### src/sv/rlrd_pkg.sv
`timescale 1ns / 1ps

package rlrd_pkg;

  // coordinate width covers start + extent and the y drift of a steep line
  localparam int CoordW = 14;
  // error width covers the growth of the error term on steep lines
  localparam int ErrW = 26;

  localparam logic [7:0] SPACE_CODE = 8'd32;

  typedef logic signed [CoordW-1:0] coord_t;
  typedef logic signed [ErrW-1:0]   err_t;

  typedef enum logic [2:0] {
    CMD_PLOT    = 3'd0,
    CMD_LINE    = 3'd1,
    CMD_HSPAN   = 3'd2,
    CMD_VSPAN   = 3'd3,
    CMD_OUTLINE = 3'd4,
    CMD_FILL    = 3'd5,
    CMD_READ    = 3'd6
  } cmd_e;

  typedef enum logic [1:0] {
    WALK_LINE,
    WALK_VERT,
    WALK_FILL
  } walk_mode_e;

  typedef struct packed {
    logic [2:0]         cmd;
    logic signed [11:0] x_start;
    logic signed [11:0] y_start;
    logic signed [11:0] x_end;
    logic signed [11:0] y_end;
    logic [10:0]        extent_w;
    logic [10:0]        extent_h;
    logic [7:0]         color_code;
  } in_item_t;

  typedef struct packed {
    logic [7:0] read_value;
    logic       clipped;
  } out_item_t;

  // walker state handed to the step unit
  typedef struct packed {
    walk_mode_e mode;
    coord_t     x;
    coord_t     y;
    coord_t     x_first;
    coord_t     x_last;
    coord_t     y_last;
    err_t       e;
    err_t       dy;
    err_t       dyc;
    err_t       dx;
  } walk_t;

  typedef struct packed {
    coord_t x;
    coord_t y;
    err_t   e;
    logic   last;
  } step_t;

endpackage

### src/sv/rlrd_step_unit.sv
`timescale 1ns / 1ps

module rlrd_step_unit import rlrd_pkg::*; (
  input  walk_t walk_i,
  output step_t step_o
);

  err_t   e_sum;
  err_t   e_mag;
  err_t   e_twice;
  logic   y_step;
  coord_t x_inc;
  coord_t y_inc;
  coord_t y_toward;

  always_comb begin
    e_sum    = walk_i.e + walk_i.dy;
    e_mag    = e_sum[ErrW-1] ? -e_sum : e_sum;
    e_twice  = err_t'({e_mag[ErrW-2:0], 1'b0});
    y_step   = (walk_i.dy != '0) && (e_twice >= walk_i.dx);
    x_inc    = walk_i.x + coord_t'(1);
    y_inc    = walk_i.y + coord_t'(1);
    y_toward = walk_i.dy[ErrW-1] ? (walk_i.y - coord_t'(1)) : y_inc;

    step_o.x    = walk_i.x;
    step_o.y    = walk_i.y;
    step_o.e    = walk_i.e;
    step_o.last = 1'b1;

    case (walk_i.mode)
      WALK_LINE: begin
        step_o.x    = x_inc;
        step_o.y    = y_step ? y_toward : walk_i.y;
        // dyc holds dy - sign(dy)*dx, so e + dyc is the error after a y step
        step_o.e    = y_step ? (walk_i.e + walk_i.dyc) : e_sum;
        step_o.last = (walk_i.x == walk_i.x_last);
      end
      WALK_VERT: begin
        step_o.y    = y_inc;
        step_o.last = (walk_i.y == walk_i.y_last);
      end
      WALK_FILL: begin
        if (walk_i.x == walk_i.x_last) begin
          step_o.x    = walk_i.x_first;
          step_o.y    = y_inc;
          step_o.last = (walk_i.y == walk_i.y_last);
        end else begin
          step_o.x    = x_inc;
          step_o.last = 1'b0;
        end
      end
      default: begin
        step_o.last = 1'b1;
      end
    endcase
  end

endmodule

### config.mk
export PLATFORM = sky130hd
export DESIGN_NAME = rlrd_step_unit
export DESIGN_NICKNAME = d
export VERILOG_FILES = /design/src/sv/rlrd_pkg.sv /design/src/sv/rlrd_step_unit.sv
export SDC_FILE = /design/constraint.sdc
export NUM_CORES = 1
export LEC_CHECK = 0
export BUFFER_PORTS_ARGS = -buffer_cell sky130_fd_sc_hd__buf_2
export CAP_MARGIN = 25
export CORE_MARGIN = 3
export CORE_UTILIZATION = 41
export DETAILED_ROUTE_END_ITERATION = 16
export PLACE_DENSITY = 0.69
export SLEW_MARGIN = 10
export SYNTH_ARGS = -nofsm -noshare
export SYNTH_HDL_FRONTEND = slang
export SYNTH_SLANG_ARGS = --single-unit
### constraint.sdc
create_clock -name vclk -period 8.4
set_clock_uncertainty 0.15 [all_clocks]
set_input_delay 0.42 -clock vclk [all_inputs]
set_output_delay 0.42 -clock vclk [all_outputs]
set_load 0.1 [all_outputs]
==> metrics <==
outcome=completed; final hold violations=0; Routed Antenna Nets=0; startpoint types=input pin; Synth Area per Inst=6.61 um2; CP Class=in -> out; Placer Congestion=0.932; final number of setup-violating endpoints=0; DR vias=7,174; most common cell in the synthesized netlist=a21oi_1; sequential element share of the synthesized area=0%; largest family of logic cells by synthesized area=compound AO/OA/AOI/OAI gates; post_cts resized=0; share of cells above drive strength 1=24.1%; setup tns final=0 ns; final slew viol count=0; final setup slack of the worst path=1.13 ns; Hold-fix buffers, CTS=0; Pwr Density=approximately 140 nW/um2; mux cell area share after synthesis=3.84%; largest net degree at the start of global routing=59; measured slew at the worst slew-check pin=1.13 ns; Reg area=0 um2; n_diodes=0; Synth Cell Area=6000 um2; commonest cells in the netlist=a21oi_1, o21ai_0, ha_1, nand2_1, nor2_1; initial drt markers=375; complex-gate fraction of the synthesized area=about a third; top-area cell type share of the netlist area=16.5%; largest cells by area after synthesis=ha_1, xnor2_1, a21oi_1; Core Util, Final=51.6%; dpl ws=between 1 and 1.5 ns; area grow syn2layout=21.3%; final wirelength=between 15 and 20 mm; Yosys cell types=76; Simple-Gate Fraction of Synth Area=roughly a quarter; maximum clock rate=around 140 MHz; Avg Vias per Cell=roughly 5.6; DRT Pass-1 Iters=5; critical path required time=7.83 ns; Die Y-Extent=127 um; final worst path period share=86.5%; port bufs=231; WP data arrival=6.70 ns; syn nets=1,165; synth warn=0; seq_cells=0; min Tclk post-route=7.27 ns; post-DP HPWL=16.5 mm; Max Cap Viol=0; Initial Util=42.6%; XOR/XNOR Fraction of Synth Area=13.6%; vias in the first global route=around 6,400; core area=14,100 um2; post-synth top area cell=ha_1; IO Count=231; first-pass GRT wire length=31.1 mm; die area=16,100 um2; Die X=127 um; Worst setup EP type=output pin; gr ovfl total=0; Leak=~3.5 nW; WL per Instance=15.2 um; worst hold-check path type=in -> out; gate count after technology mapping=908; FP Rows=43; VDD IR max=110 uV; All-Layer GR Usage=between 20% and 30%; post-synthesis adder-cell area fraction=around 17%; clock buffer count in the final layout=0; Final nets=1,361; Setup Buffers After CTS=0; CP max FO=5; Post-route DRC=0; relative slew slack=24.0%; initial antenna violation count=0; RSZ-0062 raised after global routing=false
-- through the flow --
step / cell area [um2] / hold WS, ns / std cells / power (mW)
after floorplan: 6000 / 1.13 / 908 / 0.814
after global placement: 7270 / 1.16 / 1281 / 1.03
after detailed placement: 7270 / 1.16 / 1281 / 1.04
after CTS: 7270 / 1.16 / 1281 / 1.04
after global routing: 7280 / 1.17 / 1282 / 1.14
final: 7280 / 1.16 / 1282 / 1.04
-- report_power, final --
group          switching (mW)  internal (mW)
Combinational           0.703          0.341
Clock                       0              0
Sequential                  0              0
Total                   0.703          0.341
-- cell families (layout without fill, tap and decap cells) --
family	after synthesis	count (layout)
muxes	23	23
xor gates and xnor gates	93	93
adders and majority gates	81	81
and+or+nand+nor	290	290
buffers and inverters	101	295
AOI/OAI and AO/OA	320	320
-- critical path, cell delays in order --
cell	delay, ns
buf_2	0.10
ha_1	0.20
inv_1	0.07
fa_1	0.39
and2b_1	0.27
o31ai_4	0.10
a2111oi_4	0.38
o21bai_2	0.15
a211o_2	0.35
o21ba_2	0.23
xnor2_1	0.21
or3_4	0.43
o41ai_2	0.36
xnor2_1	0.13
ha_1	0.33
nand4_1	0.14
nor4_1	0.28
o21ai_0	0.19
a31oi_1	0.31
a211oi_4	0.09
a21boi_0	0.55
o32ai_1	0.15
o21ai_0	0.26
xnor2_1	0.16
buf_2	0.45
-- placed cells by master (no fill, tap or decap), drive strengths merged, types with 15 or more instances in the layout --
cell type  instances
xnor2             54
xor2              39
o21ai             86
nor2              73
a211oi            16
mux2i             23
a21oi             85
a21o              15
inv               60
ha                79
a31oi             18
nand3             35
buf              235
nor4              15
nand2             76
nand4             16
-- routing by layer --
metal | global-route usage [%] | share of wire (%) | wire length [um]
met5 | 0 | 0 | 0
met3 | 0.758 | 5.7 | 1110
met1 | 33.0 | 48 | 9360
met2 | 37.2 | 45 | 8860
met4 | 1.45 | 0.80 | 155
-- layout make-up --
type	count	area, um2
Multi-Input combinational cell	807	5640
Fill cell	1505	6820
Timing Repair Buffer	235	1190
Tap cell	180	225
Inverter	60	225
-- final timing paths --
| kind | end | cells after the start | startpoint | slack, ns |
|---|---|---|---|---|
| hold / removal | step_o[40] | 3 | walk_i[159] | 1.16 |
| setup / recovery | step_o[33] | 25 | walk_i[78] | 1.13 |
Note: power is estimated with default switching activity, not from simulation.
